`src/design/phnm_pkg.sv`:
```
package phnm_pkg;

  // default history depth
  localparam int unsigned DepthDef = 400;

  // field widths
  localparam int unsigned TsW  = 64;
  localparam int unsigned AngW = 32;

  // input tuser codes
  localparam logic ModePush  = 1'b0;
  localparam logic ModeQuery = 1'b1;

  // one stored pose
  typedef struct packed {
    logic [TsW-1:0]  ts;
    logic [AngW-1:0] yaw;
    logic [AngW-1:0] pitch;
    logic [AngW-1:0] roll;
  } pose_t;

  // best-so-far word that walks the chain during a query
  typedef struct packed {
    logic            vld;
    logic            have;
    logic [TsW-1:0]  diff;
    logic [AngW-1:0] yaw;
    logic [AngW-1:0] pitch;
    logic [AngW-1:0] roll;
  } tok_t;

  // unsigned absolute difference of two timestamps
  function automatic logic [TsW-1:0] abs_diff(logic [TsW-1:0] a, logic [TsW-1:0] b);
    abs_diff = (a > b) ? (a - b) : (b - a);
  endfunction

endpackage

```
`src/design/phnm_cell.sv`:
```
module phnm_cell #(
  parameter int unsigned DEPTH = phnm_pkg::DepthDef,
  parameter int unsigned IDX   = 0,
  localparam int unsigned CntW = $clog2(DEPTH + 1)
) (
  input  logic                         clk_i,
  input  logic                         rst_ni,
  input  logic                         shift_i,
  input  phnm_pkg::pose_t              pose_i,
  output phnm_pkg::pose_t              pose_o,
  input  logic [phnm_pkg::TsW-1:0]     query_ts_i,
  input  logic [CntW-1:0]              count_i,
  input  phnm_pkg::tok_t               tok_i,
  output phnm_pkg::tok_t               tok_o
);

  phnm_pkg::pose_t              pose_q;
  logic [phnm_pkg::TsW-1:0]     diff_q;
  logic                         vld_q;
  phnm_pkg::tok_t               tok_d;
  phnm_pkg::tok_t               tok_q;
  logic                         occupied;
  logic                         take;

  // pose shift line, newest pose enters at cell zero
  always_ff @(posedge clk_i) begin
    if (shift_i) begin
      pose_q <= pose_i;
    end
  end

  assign pose_o = pose_q;

  // distance of this pose to the frame time
  always_ff @(posedge clk_i) begin
    diff_q <= phnm_pkg::abs_diff(query_ts_i, pose_q.ts);
  end

  // this cell holds a pose when its place is below the fill count
  assign occupied = (count_i > CntW'(IDX));

  // strict compare keeps the older pose on a tie
  assign take = tok_i.vld && occupied && (!tok_i.have || (diff_q < tok_i.diff));

  always_comb begin
    tok_d = tok_i;
    if (take) begin
      tok_d.have  = 1'b1;
      tok_d.diff  = diff_q;
      tok_d.yaw   = pose_q.yaw;
      tok_d.pitch = pose_q.pitch;
      tok_d.roll  = pose_q.roll;
    end
  end

  // token valid
  always_ff @(posedge clk_i or negedge rst_ni) begin
    if (!rst_ni) begin
      vld_q <= 1'b0;
    end else begin
      vld_q <= tok_i.vld;
    end
  end

  // token payload
  always_ff @(posedge clk_i) begin
    tok_q <= tok_d;
  end

  always_comb begin
    tok_o     = tok_q;
    tok_o.vld = vld_q;
  end

endmodule

```
`config.mk`:
```
export PLATFORM = sky130hd
export DESIGN_NAME = phnm_cell
export DESIGN_NICKNAME = d
export VERILOG_FILES = /design/src/design/phnm_pkg.sv /design/src/design/phnm_cell.sv
export SDC_FILE = /design/constraint.sdc
export NUM_CORES = 1
export LEC_CHECK = 0
export ABC_AREA = 1
export BUFFER_PORTS_ARGS = -buffer_cell sky130_fd_sc_hd__buf_4
export CAP_MARGIN = 20
export CORE_AREA = 2 2 283 285
export DETAILED_ROUTE_END_ITERATION = 10
export DIE_AREA = 0 0 285 287
export GPL_TIMING_DRIVEN = 0
export PLACE_DENSITY = 0.61
export SYNTH_ARGS = -nofsm -noshare
export SYNTH_HDL_FRONTEND = slang
export SYNTH_SLANG_ARGS = --single-unit
export TNS_END_PERCENT = 30
```
`constraint.sdc`:
```
create_clock -name clk_i -period 3.4 [get_ports clk_i]
set_input_delay 0.17 -clock clk_i [delete_from_list [all_inputs] [get_ports clk_i]]
set_output_delay 0.17 -clock clk_i [all_outputs]
set_load 0.005 [all_outputs]
```
==> impl_results.md, run 1 <==
* Worst path bufs/invs at 2
* DRC at 0
* Mapped Cells at about 3200
* Synth top area cells: edfxtp_1 21%, dfxtp_1 19%, nand2_1 17%
* Pwr Density at just under 500 mW/mm^2
* Power share of the clock group at between 20% and 30%
* Initial core utilization at between 20% and 30%
* Ports at between 700 and 800
* Slew headroom at between 30% and 40%
* Worst-Skew Late Latency at between 0.6 and 0.7 ns
* Die H at 287 microns
* Share of layout cells above drive strength 1 at 20.7%
* Area delta synth->final at 49.6%
* Clock sinks at around 390
* Vias at 25400
* Slew Limit Fails at 0
* Die ar. at 0.0818 sq mm
* CTS tree: done
* Largest area contributor in the netlist: edfxtp_1
* Post-route ant nets at 0
* Worst Path Arrival at between 3 and 4 ns
* Worst setup path class: flip-flop to flip-flop
* Crit path launch type: flip-flop
* Largest net degree at the start of global routing at 90
* Switch share at a little over a third
* Int Pwr at about 11 mW
* Clk_skew at about 0.029 ns
* Area taken by multi-input logic gates at 0.0118 sq mm
* Util after Layout at about 44%
* Post-synth EDFFs at 160
* Vias in the first global route at roughly 25000
* Hpwl dp at between 80 and 90 mm
* CP Capture Point: diff_q[63]$_DFF_P_
* CP delay by family, top: compound AO/OA/AOI/OAI gates
* Flop pwr share at between 30% and 40%
* Vias/cell at between 4 and 5
* RSZ-0062 raised after global routing: yes
* Detailed Routing Iterations Pass 1 at 6
* Met1 GRT Util at ~31%
* Reg clk slew, reported paths at about 0.05 ns
* Syn Area/Cell at just over 7 sq um
* # rows at 103
* Top Usage Layer GRT: met2
* Core outline area at a little under 0.08 sq mm
* Worst min path class: input pin to flip-flop
* DR WL/cell at between 15 and 20 microns
* RR Endpoint: diff_q[63]$_DFF_P_
* Setup-failing EPs final at 0
* WP depth at 14
* Fraction of registers with async set/reset at less than 1%
* Root buf cell: clkbuf_16
* Routing usage on met2 at between 40 and 50%
* Sequential Area at 0.00933 sq mm
* Worst R2R Start: pose_o[98]$_DFFE_PP_
* Logic pwr share at between 30% and 40%
* Status: finished, final reports clean
* DRT Wirelength at about 110 mm
* Met3 usage at just under 4%
* CP max FO at 6
* Yosys reg bits at slightly below 400
* Syn Nets at between 3000 and 4000
* Seq/Total Area, Yosys at 40.1%
* NetSw at 6.03 mW
* CP endpoint kind: flip-flop
* Post-route minimum period at 3.25 ns
* Remaining Overflow, GRT at 0
* Top-count cell post-synth: nand2_1
* Most frequent cells after synthesis: 1052 x nand2_1, 426 x inv_1, 241 x nand3_1
* Crit-path max cell delay at about 0.56 ns
* Gpl congestion at 0.966
* Initial antenna violation count at 11
* Maximum vdd drop at 0.378 mV
* Drt initial violations at around 1600
* Port bufs at a little over 700
* Crit path cell chain: inv_1 > ha_1 > buf_2 > nand2_1 > o21ai_1 > a21oi_1 > o21ai_1 > nand2_1 > nand2_1 > nand2_1 > nand3_1 > nand2_1 > nand2_1 > nand2_1
* Final hold violations at 0
* Max_cap viols at 0
* Final Hold Slack at just over 0.03 ns
* Nets at ~5000
* Slowest stage cell on the critical path: o21ai_1
* H-tree depth at 2
* Cells on worst reg2reg path at 14
* Leakage at 17.7 nW
* Synth cell types at 42
* Prevailing post-synth register cell: dfxtp_1
* First-pass GRT wire length at 154 mm
* Fin crit share at ~96%
* Worst Path Required at between 3 and 4 ns
* GRT Resource Usage Total at between 20% and 30%
* Syn Std Cell Area at ~0.023 sq mm
* R2R Setup Slk at 0.15 ns
* Max Fclk at 308 MHz
* Fill count at 7924
* Crit path launch: pose_o[98]$_DFFE_PP_
* CP dominant cell by count: nand2_1
* Slew @ Worst Pin at approximately 0.97 ns
* Share of the synthesized area in the top cell type at 20.6%
* Yosys Warn Count at 0
* Die X at 285 microns
* CTS Buf Count at between 40 and 50
* Clock buffer depth at 3
per-stage QoR:
stage                     cell area (sq um)  setup WS, ns  setup TNS [ns]  std cells  power, mW
after floorplan                       23300         0.984               0       3199       8.80
after CTS                             34800         0.120               0       5381       17.0
after global routing                  34800       -0.0330         -0.0894       5385       17.9
after detailed placement              30000        0.0176               0       4969       11.7
after global placement                30000        0.0180               0       4968       11.6
final                                 34800         0.152               0       5389       16.9
worst register-to-register path: stages (launching register included):
cell,delay [ns]
edfxtp_1,0.38
inv_1,0.06
ha_1,0.26
buf_2,0.17
nand2_1,0.13
o21ai_1,0.50
a21oi_1,0.30
o21ai_1,0.56
nand2_1,0.12
nand2_1,0.25
nand2_1,0.14
nand3_1,0.09
nand2_1,0.05
nand2_1,0.06
nand2_1,0.05
timing repair:
item / in CTS / in global routing
endpoints found under the hold margin: 325 / 0
hold buffers: 326 / 0
buffers inserted: 0 / 0
resized for setup: 1 / 1
endpoints found under the setup margin: 1 / 3
sequential cells by signal, indices dropped and copies added, names as in the netlist:
| signal | cells |
|---|---|
| diff_q | 64 |
| pose_o | 160 |
| vld_q | 1 |
| tok_o | 161 |
power groups by stage:
stage / Combinational, mW / Clock (mW) / Sequential (mW)
2_1_floorplan: 2.73 / 0 / 6.07
3_3_place_gp: 5.48 / 0 / 6.17
3_5_place_dp: 5.50 / 0 / 6.18
4_1_cts: 5.86 / 5.07 / 6.08
5_1_grt: 6.45 / 5.25 / 6.16
6_report: 5.91 / 4.95 / 6.08
final cells by class:
type | count | share of cell area, %
multi-input cells | 2275 | 33.8
plain buffers | 99 | 1.52
inverters | 439 | 4.73
diodes | 8 | 0.0575
clock buffers | 70 | 3.71
well taps | 1050 | 3.77
flip-flops and latches | 386 | 26.8
repair buffers | 1046 | 25.0
clock inverters | 16 | 0.625
routing by layer:
metal	up-vias	part of all wire [%]	wire length, microns
li1	12400	-	-
met1	11800	41	44100
met2	953	49	52800
met3	181	6.3	6780
met4	0	3.6	3870
met5	-	0	0
cell families after synthesis:
group           count (synthesis)  synth area share (%)
xor+xnor                       73                  2.75
compound gates                435                  9.89
buf+inv                       538                  9.35
simple gates                 1575                  27.5
fa+ha+maj                     192                  10.4
flops                         386                  40.1
cell usage in the layout, fill, tap and decap left out, types with 8 or more instances in the layout:
master	n
inv_1	426
inv_2	12
xor2_1	64
dfxtp_1	225
buf_1	8
diode_2	8
ha_1	190
clkbuf_1	44
nand3_1	241
nor2_2	13
buf_4	735
clkbuf_2	9
o21ai_0	156
nor2_1	200
xnor2_1	9
nor3_1	19
a21oi_1	225
nand4_1	32
o211ai_1	8
nand2_1	1051
nand2_2	8
buf_2	35
o21ai_1	13
edfxtp_1	160
o21bai_1	10
dlygate4sd3_1	326
clkbuf_16	46
worst min path at each step:
| stage | startpoint | to | slack (ns) | cells after the start |
|---|---|---|---|---|
| 5_1_grt | shift_i | pose_o[113]$_DFFE_PP_ | 0.04 | 1 |
| 2_1_floorplan | rst_ni | vld_q$_DFF_PN0_ | -0.13 | 0 |
| 3_3_place_gp | rst_ni | vld_q$_DFF_PN0_ | -0.04 | 1 |
| 6_report | shift_i | pose_o[113]$_DFFE_PP_ | 0.03 | 1 |
| 4_1_cts | shift_i | pose_o[113]$_DFFE_PP_ | 0.01 | 1 |
| 3_5_place_dp | rst_ni | vld_q$_DFF_PN0_ | -0.04 | 1 |
(Power assumes the default switching activity.)
==> inputs of run 2 (changes only) <==
==> constraint.sdc (replaced) <==
create_clock -name clk_i -period 3.4 [get_ports clk_i]
set_input_delay 0 -clock clk_i [delete_from_list [all_inputs] [get_ports clk_i]]
set_output_delay 0 -clock clk_i [all_outputs]
set_load 0.005 [all_outputs]
==> run 2 against run 1 <==
Net effect:
- sequential share of layout area shrank 0.075 points
- highest routed layer unchanged
- register-to-register slack lost 0.02 ns
- count of clock-buffer cells in the layout is the same
- first-iteration DRC count grew 9.7%
- wire length grew 0.30%
==> impl_results.md, run 2 (synthesis gave the netlist of run 1 again) <==
* Core outline area at 0.0786 sq mm (unchanged)
* Slew headroom at 34.8% (-0.83 points)
* Die ar. at 0.0818 sq mm (unchanged)
* # rows at 103 (unchanged)
* Sequential Area at 0.00933 sq mm (unchanged)
* Hpwl dp at 88.7 mm (unchanged)
* Most frequent cells in the layout: 1051 x nand2_1, 735 x buf_4, 426 x inv_1
* CP dominant cell by count: nand2_1
* Worst Path Required at 3.88 ns (about the same)
* Final Hold Slack at 0.0470 ns (+0.0162 ns)
* Cells on worst reg2reg path at 14 (unchanged)
* CTS Buf Count at 46 (unchanged)
* Status: finished, final reports clean
* Drt initial violations at 1775 (+9.7%)
* Largest net degree at the start of global routing at 90 (unchanged)
* Worst min path class: input pin to flip-flop
* Final std cells w/o fill at 5398 (+0.17%)
* Maximum vdd drop at 0.378 mV (about the same)
* H-tree depth at 2 (unchanged)
* Vias/cell at 4.71 (about the same)
* Share of layout cells above drive strength 1 at 20.6% (-0.048 points)
* Post-route ant nets at 0 (unchanged)
* Total Power at 17.0 mW (+0.10%)
* Detailed Routing Iterations Pass 1 at 6 (unchanged)
* Met3 usage at 3.84% (unchanged)
* R2R Setup Slk at 0.13 ns (-0.02 ns)
* Worst setup path class: flip-flop to flip-flop
* Initial core utilization at 29.6% (unchanged)
* Clk_skew at 0.0259 ns (-0.00294 ns)
* Vias at 25400 (+0.15%)
* Routing usage on met2 at 44.8% (+0.10 points)
* Commonest non-fill, non-tap cell in the layout: nand2_1
* Initial antenna violation count at 11 (unchanged)
* Top Usage Layer GRT: met2
* Setup bufs post-CTS at 0 (unchanged)
* DRC at 0 (unchanged)
* Vias in the first global route at 25200 (+0.30%)
* Ports at 720 (unchanged)
* Die X at 285 microns (unchanged)
* Met1 GRT Util at 30.7% (about the same)
* Reg clk slew, reported paths at 0.06 ns (about the same)
* First-pass GRT wire length at 155 mm (+0.20%)
* Remaining Overflow, GRT at 0 (unchanged)
* Fin crit share at 96.1% (+0.56 points)
* Area taken by multi-input logic gates at 0.0118 sq mm (unchanged)
* Pwr Density at 486 mW/mm^2 (-0.18%)
* Slew Limit Fails at 0 (unchanged)
* Gpl congestion at 0.966 (unchanged)
* Slew @ Worst Pin at 0.978 ns (+0.0125 ns)
* Area delta synth->final at 50.0%
* CP delay by family, top: compound AO/OA/AOI/OAI gates
* Final hold violations at 0 (unchanged)
* Crit path cell chain: inv_1 > ha_1 > buf_2 > nand2_1 > o21ai_1 > a21oi_1 > o21ai_1 > nand2_1 > nand2_1 > nand2_1 > nand3_1 > nand2_1 > nand2_1 > nand2_1
* Max Fclk at 306 MHz (-0.58%)
* Max_cap viols at 0 (unchanged)
* Post-route minimum period at 3.27 ns (+0.0189 ns)
* Worst-Skew Late Latency at 0.61 ns (about the same)
* Hold path start: query_ts_i[7]
* Clock buffer depth at 3 (unchanged)
* Inst Count DP at 4969 (unchanged)
* Util after Layout at 44.4% (+0.12 points)
* GRT Resource Usage Total at 25.1% (+0.046 points)
* Crit path launch type: flip-flop
* Port bufs at 719 (unchanged)
* Setup_tns at 0 ns (unchanged)
* Setup-failing EPs final at 0 (unchanged)
* RSZ-0062 raised after global routing: yes
* Leakage at 17.8 nW (+0.24%)
* Crit-path max cell delay at 0.57 ns (about the same)
* Nets at 4893 (+0.20%)
* DRT Wirelength at 108 mm (+0.30%)
* Clock sinks at 386 (unchanged)
* CP max FO at 6 (unchanged)
* Largest register FFs at 161 (unchanged)
* Slowest stage cell on the critical path: o21ai_1
* Worst path bufs/invs at 2 (unchanged)
* Hold worst-path end: diff_q[7]$_DFF_P_
* Worst R2R Start: pose_o[98]$_DFFE_PP_
* WHS Path Cells at 6 (+5)
* CTS tree: done
* RR Endpoint: diff_q[63]$_DFF_P_
* Die H at 287 microns (unchanged)
* DR WL/cell at 20.0 microns (+0.13%)
* CP endpoint kind: flip-flop
* Fill count at 7920 (-0.050%)
* Root buf cell: clkbuf_16
* Worst Path Arrival at 3.75 ns (+0.02 ns)
-- run 2: metal layers --
metal | routed length (microns) | part of all wire [%] | vias up
met4 | 3920 | 3.6 | 0
met1 | 44400 | 41 | 11800
met2 | 52900 | 49 | 915
li1 | - | - | 12500
met5 | 0 | 0 | -
met3 | 6680 | 6.2 | 182
-- run 2: through the flow --
stage / area [sq um] / setup WS (ns)
2_1_floorplan: 23300 / 0.984
3_3_place_gp: 30000 / 0.0190
3_5_place_dp: 30000 / 0.0176
4_1_cts: 34900 / 0.120
5_1_grt: 34900 / -0.0338
6_report: 34900 / 0.134
-- run 2: how the worst max path moves through the flow --
stage | endpoint | cells past startpoint | startpoint
after floorplan | diff_q[46]$_DFF_P_ | 14 | pose_o[96]$_DFFE_PP_
after global placement | diff_q[31]$_DFF_P_ | 12 | pose_o[98]$_DFFE_PP_
after detailed placement | diff_q[31]$_DFF_P_ | 12 | pose_o[98]$_DFFE_PP_
after CTS | tok_o[83]$_DFF_P_ | 15 | diff_q[63]$_DFF_P_
after global routing | tok_o[82]$_DFF_P_ | 16 | diff_q[5]$_DFF_P_
final | diff_q[63]$_DFF_P_ | 14 | pose_o[98]$_DFFE_PP_
-- run 2: power by group --
| part | switching [mW] | internal, mW |
|---|---|---|
| clock | 2.08 | 2.88 |
| sequential | 0.454 | 5.63 |
| combinational | 3.51 | 2.41 |
-- run 2: cell type report --
type,count,share of cell area (%)
inverters,439,4.72
flip-flops and latches,386,26.7
multi-input cells,2275,33.7
clock inverters,16,0.624
diodes,7,0.0502
plain buffers,99,1.51
clock buffers,70,3.70
well taps,1050,3.76
repair buffers,1056,25.2
-- run 2: what timing repair did --
item / in CTS / in global routing
resized for setup: 1 / 1
hold buffers: 336 / 0
endpoints found under the setup margin: 1 / 3
endpoints found under the hold margin: 405 / 0
-- run 2: worst reg2reg max path, stage by stage (launching register included) --
cell and delay, ns:
edfxtp_1 0.38, inv_1 0.06, ha_1 0.26, buf_2 0.17, nand2_1 0.13, o21ai_1 0.52, a21oi_1 0.30, o21ai_1 0.57
nand2_1 0.11, nand2_1 0.26, nand2_1 0.15, nand3_1 0.09, nand2_1 0.06, nand2_1 0.06, nand2_1 0.05
